### src/design/fp32m_pkg.sv
// Shared types and constants for the split-significand single precision multiplier.
package fp32m_pkg;

  localparam logic [7:0]  EXP_MAX     = 8'd255;
  localparam logic [8:0]  EXP_BIAS    = 9'd127;
  localparam logic [8:0]  EXP_TOP     = 9'd254;
  localparam logic [25:0] ROUND_ADD   = 26'd2;

  typedef enum logic [1:0] {
    KIND_NORMAL,
    KIND_FIXED
  } kind_t;

  typedef struct packed {
    logic        sign;
    kind_t       kind;
    logic [7:0]  fixed_exp;
    logic [22:0] fixed_frac;
    logic [8:0]  esum;
  } ctrl_t;

endpackage

### src/design/fp32m_decode.sv
// First stage: operand decoding, special case selection and partial products.
module fp32m_decode (
  input  logic                 clk,
  input  logic                 rst_n,
  input  logic                 en,
  input  logic                 vld_in,
  input  logic [31:0]          a,
  input  logic [31:0]          b,
  output logic                 vld_r,
  output fp32m_pkg::ctrl_t     ctrl_r,
  output logic [25:0]          hh_r,
  output logic [23:0]          hl_r,
  output logic [23:0]          lh_r
);
  import fp32m_pkg::*;

  logic [7:0]  ea, eb;
  logic [22:0] fa, fb;
  logic        a_zero, b_zero;
  logic [12:0] ah, bh;
  logic [10:0] al, bl;
  ctrl_t       ctrl_nxt;

  always_comb begin
    ea = a[30:23];
    eb = b[30:23];
    fa = a[22:0];
    fb = b[22:0];
    a_zero = (ea == 8'd0) && (fa == 23'd0);
    b_zero = (eb == 8'd0) && (fb == 23'd0);
    ah = {1'b1, fa[22:11]};
    bh = {1'b1, fb[22:11]};
    al = fa[10:0];
    bl = fb[10:0];
    ctrl_nxt.sign = a[31] ^ b[31];
    ctrl_nxt.kind = KIND_FIXED;
    ctrl_nxt.fixed_exp = 8'd0;
    ctrl_nxt.fixed_frac = 23'd0;
    ctrl_nxt.esum = {1'b0, ea} + {1'b0, eb};
    if (ea == EXP_MAX) begin
      ctrl_nxt.fixed_exp = EXP_MAX;
      ctrl_nxt.fixed_frac = {22'd0, b_zero};
    end else if (eb == EXP_MAX) begin
      ctrl_nxt.fixed_exp = EXP_MAX;
      ctrl_nxt.fixed_frac = {22'd0, a_zero};
    end else if (a_zero || b_zero) begin
      ctrl_nxt.fixed_frac = 23'd0;
    end else if (ea == 8'd0 || eb == 8'd0) begin
      ctrl_nxt.fixed_frac = 23'd1;
    end else begin
      ctrl_nxt.kind = KIND_NORMAL;
    end
  end

  always_ff @(posedge clk) begin
    if (!rst_n) begin
      vld_r <= 1'b0;
    end else if (en) begin
      vld_r <= vld_in;
    end
  end

  always_ff @(posedge clk) begin
    if (en) begin
      ctrl_r <= ctrl_nxt;
      hh_r   <= ah * bh;
      hl_r   <= ah * bl;
      lh_r   <= al * bh;
    end
  end
endmodule

### src/design/fp32m_sum.sv
// Second stage: partial product sum; the control word with its biased exponent sum passes through.
module fp32m_sum (
  input  logic                 clk,
  input  logic                 rst_n,
  input  logic                 en,
  input  logic                 vld_in,
  input  fp32m_pkg::ctrl_t     ctrl_in,
  input  logic [25:0]          hh,
  input  logic [23:0]          hl,
  input  logic [23:0]          lh,
  output logic                 vld_r,
  output fp32m_pkg::ctrl_t     ctrl_r,
  output logic [25:0]          sum_r
);
  import fp32m_pkg::*;

  always_ff @(posedge clk) begin
    if (!rst_n) begin
      vld_r <= 1'b0;
    end else if (en) begin
      vld_r <= vld_in;
    end
  end

  always_ff @(posedge clk) begin
    if (en) begin
      ctrl_r <= ctrl_in;
      sum_r  <= hh + {13'd0, hl[23:11]} + {13'd0, lh[23:11]} + ROUND_ADD;
    end
  end
endmodule

### src/design/fp32m_norm.sv
// Third stage: normalization, exponent range checks and result packing.
module fp32m_norm (
  input  logic                 clk,
  input  logic                 rst_n,
  input  logic                 en,
  input  logic                 vld_in,
  input  fp32m_pkg::ctrl_t     ctrl_in,
  input  logic [25:0]          sum,
  output logic                 vld_r,
  output logic [31:0]          product_r
);
  import fp32m_pkg::*;

  logic [8:0]  e;
  logic [7:0]  eo;
  logic [22:0] fo;
  logic [31:0] product_nxt;

  always_comb begin
    e  = ctrl_in.esum - EXP_BIAS;
    eo = 8'd0;
    fo = 23'd0;
    if (ctrl_in.kind == KIND_FIXED) begin
      eo = ctrl_in.fixed_exp;
      fo = ctrl_in.fixed_frac;
    end else if (ctrl_in.esum < EXP_BIAS) begin
      eo = 8'd0;
    end else if (e > EXP_TOP) begin
      eo = EXP_MAX;
    end else if (sum[25]) begin
      eo = e[7:0] + 8'd1;
      fo = (eo == EXP_MAX) ? 23'd0 : sum[24:2];
    end else if (e == 9'd0) begin
      eo = 8'd0;
    end else begin
      eo = e[7:0];
      fo = sum[23:1];
    end
    product_nxt = {ctrl_in.sign, eo, fo};
  end

  always_ff @(posedge clk) begin
    if (!rst_n) begin
      vld_r <= 1'b0;
    end else if (en) begin
      vld_r <= vld_in;
    end
  end

  always_ff @(posedge clk) begin
    if (en) begin
      product_r <= product_nxt;
    end
  end
endmodule

### src/design/fp32_multiply_split_mantissa.sv
// An accepted word passes the decode, sum and norm registers on its way to out_product.
// Throughput: one word per cycle unless a valid output is stalled; the pipeline advances
// when its last stage is empty or being taken; in_stall is out_stall gated by out_valid.
// Reset: synchronous active-low rst_n clears all valid bits; data registers are not reset.
// Stages: decode and partial multiplies, partial sum, normalize and pack.
module fp32_multiply_split_mantissa (
  input  logic        clk,
  input  logic        rst_n,
  input  logic        in_valid,
  output logic        in_stall,
  input  logic [31:0] in_operand_a,
  input  logic [31:0] in_operand_b,
  output logic        out_valid,
  input  logic        out_stall,
  output logic [31:0] out_product
);
  import fp32m_pkg::*;

  logic        en;
  logic        v1, v2;
  ctrl_t       c1, c2;
  logic [25:0] hh, sum;
  logic [23:0] hl, lh;

  assign en = !(out_valid && out_stall);
  assign in_stall = !en;

  fp32m_decode u_decode (
    .clk(clk), .rst_n(rst_n), .en(en), .vld_in(in_valid),
    .a(in_operand_a), .b(in_operand_b),
    .vld_r(v1), .ctrl_r(c1), .hh_r(hh), .hl_r(hl), .lh_r(lh)
  );

  fp32m_sum u_sum (
    .clk(clk), .rst_n(rst_n), .en(en), .vld_in(v1), .ctrl_in(c1),
    .hh(hh), .hl(hl), .lh(lh),
    .vld_r(v2), .ctrl_r(c2), .sum_r(sum)
  );

  fp32m_norm u_norm (
    .clk(clk), .rst_n(rst_n), .en(en), .vld_in(v2), .ctrl_in(c2), .sum(sum),
    .vld_r(out_valid), .product_r(out_product)
  );

`ifndef NO_ASSERTIONS
  a_stall_only_when_held: assert property (@(posedge clk) disable iff (!rst_n)
    in_stall |-> (out_valid && out_stall))
    else $error("input stalled while output free");
  a_out_from_pipe: assert property (@(posedge clk) disable iff (!rst_n)
    (!in_stall && !v1 && !v2 && !in_valid) |=> ##1 !v2)
    else $error("valid appeared without input");
  a_hold_product: assert property (@(posedge clk) disable iff (!rst_n)
    (out_valid && out_stall) |=> (out_valid && $stable(out_product)))
    else $error("held product changed");
`endif
endmodule
### config.mk
export PLATFORM = sky130hd
export DESIGN_NAME = fp32_multiply_split_mantissa
export DESIGN_NICKNAME = d
export VERILOG_FILES = /design/src/design/fp32m_pkg.sv /design/src/design/fp32m_decode.sv /design/src/design/fp32m_sum.sv /design/src/design/fp32m_norm.sv /design/src/design/fp32_multiply_split_mantissa.sv
export SDC_FILE = /design/constraint.sdc
export NUM_CORES = 1
export LEC_CHECK = 0
export BUFFER_PORTS_ARGS = -buffer_cell sky130_fd_sc_hd__buf_2
export CAP_MARGIN = 10
export CORE_ASPECT_RATIO = 0.75
export CORE_UTILIZATION = 51
export CTS_CLUSTER_DIAMETER = 50
export DETAILED_ROUTE_END_ITERATION = 8
export PLACE_DENSITY_LB_ADDON = 0.15
export SETUP_SLACK_MARGIN = 0.2
export SYNTH_ARGS = -nofsm -noshare
export SYNTH_HDL_FRONTEND = slang
export SYNTH_HIERARCHICAL = 1
export SYNTH_SLANG_ARGS = --single-unit
### constraint.sdc
create_clock -name clk -period 7.36 [get_ports clk]
set_input_delay 1.104 -clock clk [delete_from_list [all_inputs] [get_ports clk]]
set_output_delay 1.104 -clock clk [all_outputs]
set_load 0.05 [all_outputs]
[Word level (Yosys, flattened, before mapping)]
Index checks and enable logic that the tools add are counted.
Storage, ports and cells
  flip-flop bits (word level): 221
  output and inout port bits: 34
Cells by class
  add/sub/neg operators: 6
  multiply operators: 3
  order comparisons: 2
  equality and inequality tests: 4
  muxes and demuxes: 17
  bitwise logic cells: 1
  reductions and logical operators: 11
Operators with widths (count)
  $mux W23: 6
  $add A26 B13 Y26: 2
  $mux W8: 6
  $logic_not A23 Y1: 2
  $add A26 B2 Y26 const B: 1
  $mul A13 B13 Y26: 1
  $eq A8 B8 Y1 const B: 3
  $mul A11 B13 Y24: 1
  $mul A13 B11 Y24: 1
  $logic_not A8 Y1: 2
  $add A8 B8 Y9: 1
  $gt A9 B8 Y1 const B: 1
  $logic_not A9 Y1: 1
  $lt A9 B7 Y1 const B: 1
  $sub A9 B7 Y9 const B: 1
  $add A8 B1 Y8 const B: 1
  $mux W1: 5
  $logic_and A1 B1 Y1: 3
  $reduce_or A3 Y1: 1
  $eq A2 B1 Y1 const B: 1
  $logic_or A1 B1 Y1: 2
  $xor A1 B1 Y1: 1

[Longest topological paths before layout]
Gate-level depths: netlist of the first run.
  depth after elaboration: 8
  depth in mapped cells: 22
  gate-level depth less buffers: 19

[By module]
The synthesis of the first run kept the hierarchy.
By module, submodules not included
  fp32m_decode: times used 1, cells each 1944, area each 18116.1 µm², sequential area each 2632.5 µm²
  fp32m_sum: times used 1, cells each 235, area each 3398.3 µm², sequential area each 2092.0 µm²
  fp32m_norm: times used 1, cells each 174, area each 2120.8 µm², sequential area each 980.9 µm²
  fp32_multiply_split_mantissa: times used 1, cells each 2, area each 10.0 µm², sequential area each 0.0 µm²

[Worst setup path after synthesis of the first run]
Ideal clock, no wire load.
  path kind: input port to flip-flop
  from: input port in_operand_a[12]
  to: register u_decode.hh_r[24] (data pin)
  library setup time: 0.258 ns
  arrival: 5.930 ns
  data required time: 7.102 ns
  setup slack: 1.172 ns
  cell stages on the path: 20
  buffers on the path: 3
  cells stage by stage: clkbuf_1 clkbuf_1 nand2_1 fa_1 fa_1 fa_1 inv_1 fa_1 inv_1 fa_1 inv_1 ha_1 clkbuf_2 a2111oi_0 nor3_1 a221oi_2 o21a_1 o21ai_2 a41oi_2 xnor2_1
On the way
  cells in the longest elaborated chain, start to end: 1
Ends and longest elaborated chain
  start, declared: line fp32_multiply_split_mantissa.sv:11  | input logic [31:0] in_operand_a,
  $mul A13 B13 Y26: line fp32m_decode.sv:66  | hh_r <= ah * bh;
  end signal, assigned: line fp32m_decode.sv:66
  end, declared: line fp32m_decode.sv:11  | output logic [25:0] hh_r,
No other way between the ends.
A chain may end at the register's enable or synchronous reset.

[Worst setup path in the final report of the first run]
  from: input port in_operand_a[18]
  to: register u_decode.hl_r[22] (data pin)
On the way
  cells in the longest elaborated chain, start to end: 1
Ends and longest elaborated chain
  $mul A13 B11 Y24: line fp32m_decode.sv:67  | hl_r <= ah * bl;
  end signal, assigned: line fp32m_decode.sv:67
  end, declared: line fp32m_decode.sv:12  | output logic [23:0] hl_r,
No other way between the ends.

==> results of run 1 <==
==> routing by layer <==
| metal | wire length (um) | part of all wire | vias up |
|---|---|---|---|
| li1 | - | - | 7345 |
| met1 | 26640 | 0.49 | 7940 |
| met2 | 23080 | 0.42 | 571 |
| met3 | 4235 | 0.077 | 50 |
| met4 | 918 | 0.017 | 0 |
| met5 | 0 | 0 | - |
==> final cells by class <==
cell class                 count  share of cell area
clock buffer                  18             0.01777
clock inverter                14            0.007047
inverter                     444             0.06902
multi-input combinational   1594              0.6430
sequential                   168              0.2077
tap                          578             0.02995
timing repair buffer         116             0.02560
==> cell usage in the layout (no fill, tap or decap), drive strengths merged, types with 4 or more instances in the layout <==
master / count
nand4: 15
nor4b: 4
xnor2: 60
nor4: 16
nor2b: 14
nand2: 264
a21oi: 79
ha: 223
a2111oi: 4
nand3: 17
a211oi: 6
o21ai: 41
a21o: 33
and2: 203
o21bai: 5
o21a: 11
nand2b: 14
o211ai: 9
a221o: 23
or2: 4
fa: 331
a31oi: 9
clkinv: 6
clkbuf: 18
xor2: 28
edfxtp: 165
mux2i: 6
conb: 23
nor2: 72
buf: 116
nor3: 23
inv: 446
and3: 9
==> power groups by stage <==
stage | clock network (mW) | registers (mW) | logic [mW]
CTS | 0.925 | 2.04 | 8.41
finish | 0.905 | 2.03 | 8.48
global route | 0.963 | 2.08 | 9.45
detailed placement | 0 | 2.06 | 8.35
floorplan | 0 | 2.28 | 6.04
global placement | 0 | 2.06 | 8.20
==> worst register-to-register path, cell delays in order (launching register included) <==
cell and delay (ps):
sky130_fd_sc_hd__edfxtp_1 560, sky130_fd_sc_hd__ha_1 320, sky130_fd_sc_hd__xor2_1 220, sky130_fd_sc_hd__nand2b_1 160, sky130_fd_sc_hd__and4bb_1 280, sky130_fd_sc_hd__a41oi_4 430
sky130_fd_sc_hd__nor4b_4 1020, sky130_fd_sc_hd__a221o_1 330
==> stage by stage <==
stage	power [mW]	instance area, um^2	worst slack (ps)	hold WS, ps	instances
after floorplan	8.319	22820	1172	400.3	2321
after global placement	10.26	23550	384.7	405.6	2900
after detailed placement	10.41	23550	345.0	406.3	2900
after CTS	11.38	24150	804.2	414.2	2932
after global routing	12.50	24150	312.9	416.5	2932
final	11.42	24150	535.5	412.5	2932
==> sequential cells by signal, indices dropped and copies added (netlist names) <==
signal	count
u_decode/ctrl_r	13
u_decode/hh_r	26
u_decode/hl_r	13
u_decode/lh_r	13
u_decode/vld_r	1
u_norm/product_r	32
u_norm/vld_r	1
u_sum/ctrl_r	43
u_sum/sum_r	25
u_sum/vld_r	1
==> worst paths after layout <==
kind / startpoint / slack [ps] / depth (start not counted) / endpoint
max reg2reg: u_sum/ctrl_r[0] / 3910 / 7 / u_norm/product_r[22]
min: u_decode/ctrl_r[40] / 410 / 0 / u_sum/ctrl_r[40]
min reg2reg: u_decode/ctrl_r[40] / 410 / 0 / u_sum/ctrl_r[40]
max: in_operand_a[18] / 540 / 19 / u_decode/hl_r[22]
==> metrics list, run 1 <==
- Clock latency on the worst-skew pair, taken at its later pin, is around 430 ps.
- The worst setup path is captured at a flip-flop.
- Antenna diode instance count: 0
* Highest cell delay on the worst timing path: 710 ps
- met1 is the most crowded layer.
- Mean area per synthesized cell: approximately 9.9 um^2
- Data required time at the worst endpoint: 7530 ps
- Max-cap violations in this run came to 0.
- Of the total power, the share spent switching nets is 0.4965.
* Startpoint kind of the worst setup timing path: primary input
* Setup skew after layout: 10.08 ps
* Clock buffer count from CTS: 17
- Buffers inserted by post-CTS timing repair: 0
- Type of the most critical hold path: reg -> reg
- For this run, global-route usage on met3 was measured as 0.05158.
- For the worst setup path, the data arrival time is 7000 ps.
- Final net count: between 2k and 3k
- Starting density of the core: 0.5206
* Worst-case vdd ir drop: between 300 and 400 uV
- In the final layout, the multi-input gates occupy 15530 um^2.
- Critical Setup Path Class: in -> reg
- Setup repair after global routing left no endpoint under its margin.
* Root Buffer Master: sky130_fd_sc_hd__clkbuf_16
- approximately 100 I/O pins were placed.
- Setup violations remaining at the end of the flow were counted as 0.
- Initial antenna violation count: 0
- Shortest clock period the worst path allows after layout: 6825 ps
* Overall global routing resource usage: 0.2492
* P_int: 5.748 mW
* Yosys warning count: 6
- For this design, the sink count on the clock tree is 168.
* Maximum number of pins on one net before global-route repair: 77
- TritonCTS built the clock tree.
- First-pass GRT wire length: 87200 um
- Die Wd: between 200 and 250 um
- Summed over all layers, the routed wires come to 54870 um.
* Share of layout cells above drive strength 1: 0.07562
- The clock passes through at most 2 buffers.
- Register share of total power: 0.178
* Register clock-pin slew on the reported worst setup and hold paths: around 70 ps
- Along the worst path, the maximum fanout reaches 25.
* Detailed Route Iter0 Violations: between 900 and 1k
- Placeable core region: 43680 um^2
- Actual slew at the worst max-slew pin: 1170 ps
* Via count of the first global-routing pass: 15.82k
* DR vias: between 15k and 20k
* First-pass iteration count of the detailed router: 5
- Row count: 66
- Synthesized instance count: 2299
* Portion of total power attributed to combinational logic: 0.743
- Counting the fill cells in the layout gives ~3.9k.
- Power density over cell area: 472.8 nW/um^2
- PostCTS Resize Cnt: 0
* Mean number of vias per cell: 5.425
- Overflow left after global routing: 0
- On the critical path the largest part of the delay comes from adder cells.
* Count of final hold-check violations: 0
* Leakage power of the design: ~12 nW
- Clock network fraction of total power: 0.079
- From bottom edge to top edge, the die measures roughly 180 um.
- Switching component of the power: 5.669 mW
- Outcome: finished clean
- Number of DRC violations after detailed routing: 0
- Average detailed-routed wire length per instance: between 15 and 20 um
- Number of buffers added to fix hold violations after cts: 0
- Walking the worst path, the cells encountered are buf_2, nand2_1, fa_1, fa_1, inv_1, fa_1, fa_1, inv_1, fa_1, inv_1, ha_1, nand3_1, nor4_1, nor3_1, buf_4, a21oi_1, o21ai_0, o21ai_0, xor2_1.
- Final core occ: 0.5528
- Final TNS setup: 0 ps
* Routing usage on met1: 0.3763
- Area taken by flip-flops and latches: 5015 um^2
* Met2 GRT Util: 0.3654
- Count of port buffers added during placement: 101
* Slowest library cell on the worst path: sky130_fd_sc_hd__nor4_1
- Layout Area Growth over Synthesis: 6.190%
* Top cell by count, worst path: sky130_fd_sc_hd__fa_1
- Count of nets left with antenna violations after detail routing: 0
- Buffer and inverter count on the worst path: 5
- Die Footprint: approximately 45000 um^2
* Maximum level of the CTS H-tree: 4
- Max-Slew Margin vs Limit: 0.2168
- Max Transition Viols Final: 0
- Global placer's final weighted congestion: between 0.8 and 0.9
- Synthesized cell area: 22740 um^2
- Sum of net half-perimeters after detailed placement: about 44000 um
- Share of the cycle needed by the critical path after routing: 0.9272
* Highest clock frequency the design can meet: 146.5 MHz
No activity file was read; power rests on OpenSTA's default activity.
==> run 2: changes to the inputs <==
--- a/config.mk
+++ b/config.mk
@@ -6,8 +6,6 @@
 export NUM_CORES = 1
 export LEC_CHECK = 0
 export BUFFER_PORTS_ARGS = -buffer_cell sky130_fd_sc_hd__buf_2
-export CAP_MARGIN = 10
-export CORE_ASPECT_RATIO = 0.75
 export CORE_UTILIZATION = 51
 export CTS_CLUSTER_DIAMETER = 50
 export DETAILED_ROUTE_END_ITERATION = 8
==> run 2 against run 1 <==
  * Sequential power hardly changed
  * Cell area hardly changed
  * Sequential cell count stayed put
  * Cell count is 0.44% higher
  * Core utilization is 0.57 points lower
  * Largest cell class unchanged
  * Highest routed layer unchanged
  * Largest power group unchanged
  * Global-route usage is 0.68 points lower
==> metrics list, run 2 (synthesis results as in run 1) <==
- Sum of net half-perimeters after detailed placement: 41360 um
- Routability-driven placement finished with a final weighted congestion of 0.9181.
* Slowest library cell on the worst path: sky130_fd_sc_hd__fa_1
* Crit end category: flip-flop
* Count of nets left with antenna violations after detail routing: 0
- Count of endpoints failing setup in the final report: 0
- The run finished with clean final reports.
- Die Wd: 213.2 um
- Wires add up to 52310 um.
* Average detailed-routed wire length per instance: 17.76 um
* Count of final hold-check violations: 0
* Register-to-Register Setup Slack: 4070 ps
- The first global-routing pass estimated 84790 um of wire.
- The H-tree was split into 4 levels.
* Highest cell delay on the worst timing path: roughly 530 ps
- Most common cell after layout, fill and taps aside: sky130_fd_sc_hd__inv_1
* Row count: 77
- Via count of the first global-routing pass: 16.16k
- Largest registers: u_sum/ctrl_r x43, u_norm/product_r x32, u_decode/hh_r x26
- In this run the critical register-to-register path is launched from u_sum/ctrl_r[0].
* Detailed Route Iter0 Violations: 906
- DR vias: ~16k
- Register clock-pin slew on the reported worst setup and hold paths: about 70 ps
* Number of ports placed on the die boundary: 102
* Worst-case vdd ir drop: ~320 uV
* Number of max-cap violations: 0
- Once placement finished, the instance area stood at between 20000 and 25000 um^2.
- Die Footprint: 45440 um^2
* Type of the most critical hold path: reg -> reg
* WHS: 418.7 ps
- Hold Path Depth: 0
- Final TNS setup: 0 ps
- Layout filler cell count: just over 4k
- Counting flops per register, the top entry is u_sum/ctrl_r.
* Actual slew at the worst max-slew pin: between 1000 and 1500 ps
- The completed layout was analyzed and its total power is roughly 11 mW.
- Share of layout cells above drive strength 1: 0.07529
- Worst min-delay path endpoint: u_sum/ctrl_r[0]
- Maximum number of pins on one net before global-route repair: 66
- The number of clock buffers added by TritonCTS is 17.
- Number of buffers added to fix hold violations after cts: 0
- Power density over cell area: 461.6 nW/um^2
- Flip-flop count of the largest register, all copies and words added: 43
- Setup repair after global routing left no endpoint under its margin.
- Startpoint of the worst hold path: u_decode/ctrl_r[0]
- TritonCTS built the clock tree.
* Max Transition Viols Final: 0
- Number of buffers between clock root and the deepest sink: 2
- Final Instance Area: ~24000 um^2
* Overflow left after global routing: 0
* Cell Chain, Critical Path: buf_2, buf_4, and2_1, fa_1, inv_1, fa_1, inv_1, fa_1, fa_1, inv_1, fa_1, inv_1, ha_1, nand3_1, nor4_1, nor3_1, buf_4, a21oi_1, o21ai_0, o21ai_0, xor2_1
- CTS placed an instance of sky130_fd_sc_hd__clkbuf_16 at the clock tree root.
* Top cell by count, worst path: sky130_fd_sc_hd__fa_1
- After detailed routing, the number of vias per cell comes to 5.289.
* Worst reg-to-reg path cell count: 7
* Chip Height: 213.2 um
* Overall global routing resource usage: 0.2424
* Starting density of the core: 0.5154
- Buffers added to address setup during post-CTS repair amount to 0.
* First-pass iteration count of the detailed router: 5
* Number of DRC violations after detailed routing: 0
- Of all nets on the critical path, the largest fanout is 12.
- The worst setup path is launched from a primary input.
- Across the routed clock network, the largest skew measured is between 6 and 7 ps.
- Leading cell types in the layout, fill and taps excluded: sky130_fd_sc_hd__inv_1, sky130_fd_sc_hd__fa_1, sky130_fd_sc_hd__nand2_1, sky130_fd_sc_hd__ha_1, sky130_fd_sc_hd__and2_1
* Arrival time of data at the critical path endpoint: 6510 ps
- Static timing analysis puts the maximum clock frequency at 157.7 MHz.
* Critical Setup Path Class: in -> reg
* Layout Area Growth over Synthesis: 6.162%
- The number of antenna violations at the first check in global routing is 2.
* Final core occ: 0.5471
- Dividing the final minimum period by the clock period gives 0.8615.
* Clock sinks: about 170
- The total area inside the core boundary comes to 44120 um^2.
- Counting I/O delays and the setup requirement, the final critical path takes 6340 ps.
- Worst-Skew Late Latency: 430 ps
- Max-Slew Margin vs Limit: 0.2608
* Final net count: 2960
* Leakage power of the design: 11.82 nW
- In this run the critical register-to-register path is captured at u_norm/product_r[17].
- Count of port buffers added during placement: 101
- Data required time at the worst endpoint: 7530 ps
- Gates resized during post-CTS repair numbered 0.
-- run 2: cell count changes in the layout (fill, tap and decap cells not counted), sizes merged --
cell and delta:
bufinv -2, diode +2, inv +3, buf -3, clkbuf -1
-- run 2: how the worst max path moves through the flow --
stage,start,end,slack (ps),cells past startpoint
floorplan,in_operand_a[12],u_decode/hh_r[24],1170,20
global placement,in_operand_a[15],u_decode/hl_r[22],660,21
detailed placement,in_operand_a[15],u_decode/hl_r[22],590,21
CTS,in_operand_a[15],u_decode/hl_r[22],1060,21
global route,in_operand_a[19],u_decode/hl_r[22],750,19
finish,in_operand_a[15],u_decode/hl_r[22],1020,21
-- run 2: final cells by class --
class,count,area (um^2),share of cell area
multi-input cells,1594,15530,0.6431
flip-flops and latches,168,5015,0.2077
inverters,444,1667,0.06903
well taps,592,740.7,0.03068
repair buffers,113,595.6,0.02467
clock buffers,17,425.4,0.01762
clock inverters,15,167.7,0.006945
diodes,2,5.005,0.0002073
-- run 2: power by group --
part / leakage [nW] / internal [mW] / switching, mW
Combinational: 9.72 / 3.36 / 4.87
Sequential: 1.81 / 1.83 / 0.213
Clock: 0.282 / 0.481 / 0.392
-- run 2: critical path: cells and delay by family --
kind | cells | cell delay (ps)
adder cells (fa/ha/maj) | 6 | 2820
buffers and inverters | 7 | 840
AO/OA/AOI/OAI | 3 | 820
AND/OR/NAND/NOR | 4 | 810
XOR/XNOR | 1 | 100
-- run 2: stage by stage --
step | worst slack [ps] | std cells
finish | 1020 | 2945
global route | 746.8 | 2945
CTS | 1059 | 2943
detailed placement | 594.1 | 2911
global placement | 659.4 | 2911
floorplan | 1172 | 2321
-- run 2: routing by layer --
layer  vias to the layer above  GRT usage  part of all wire
li1                       7341          -                 -
met1                      7764     0.3293              0.45
met2                       417     0.4076              0.48
met3                        54    0.03059             0.050
met4                         0    0.06872             0.018
met5                         -          0                 0
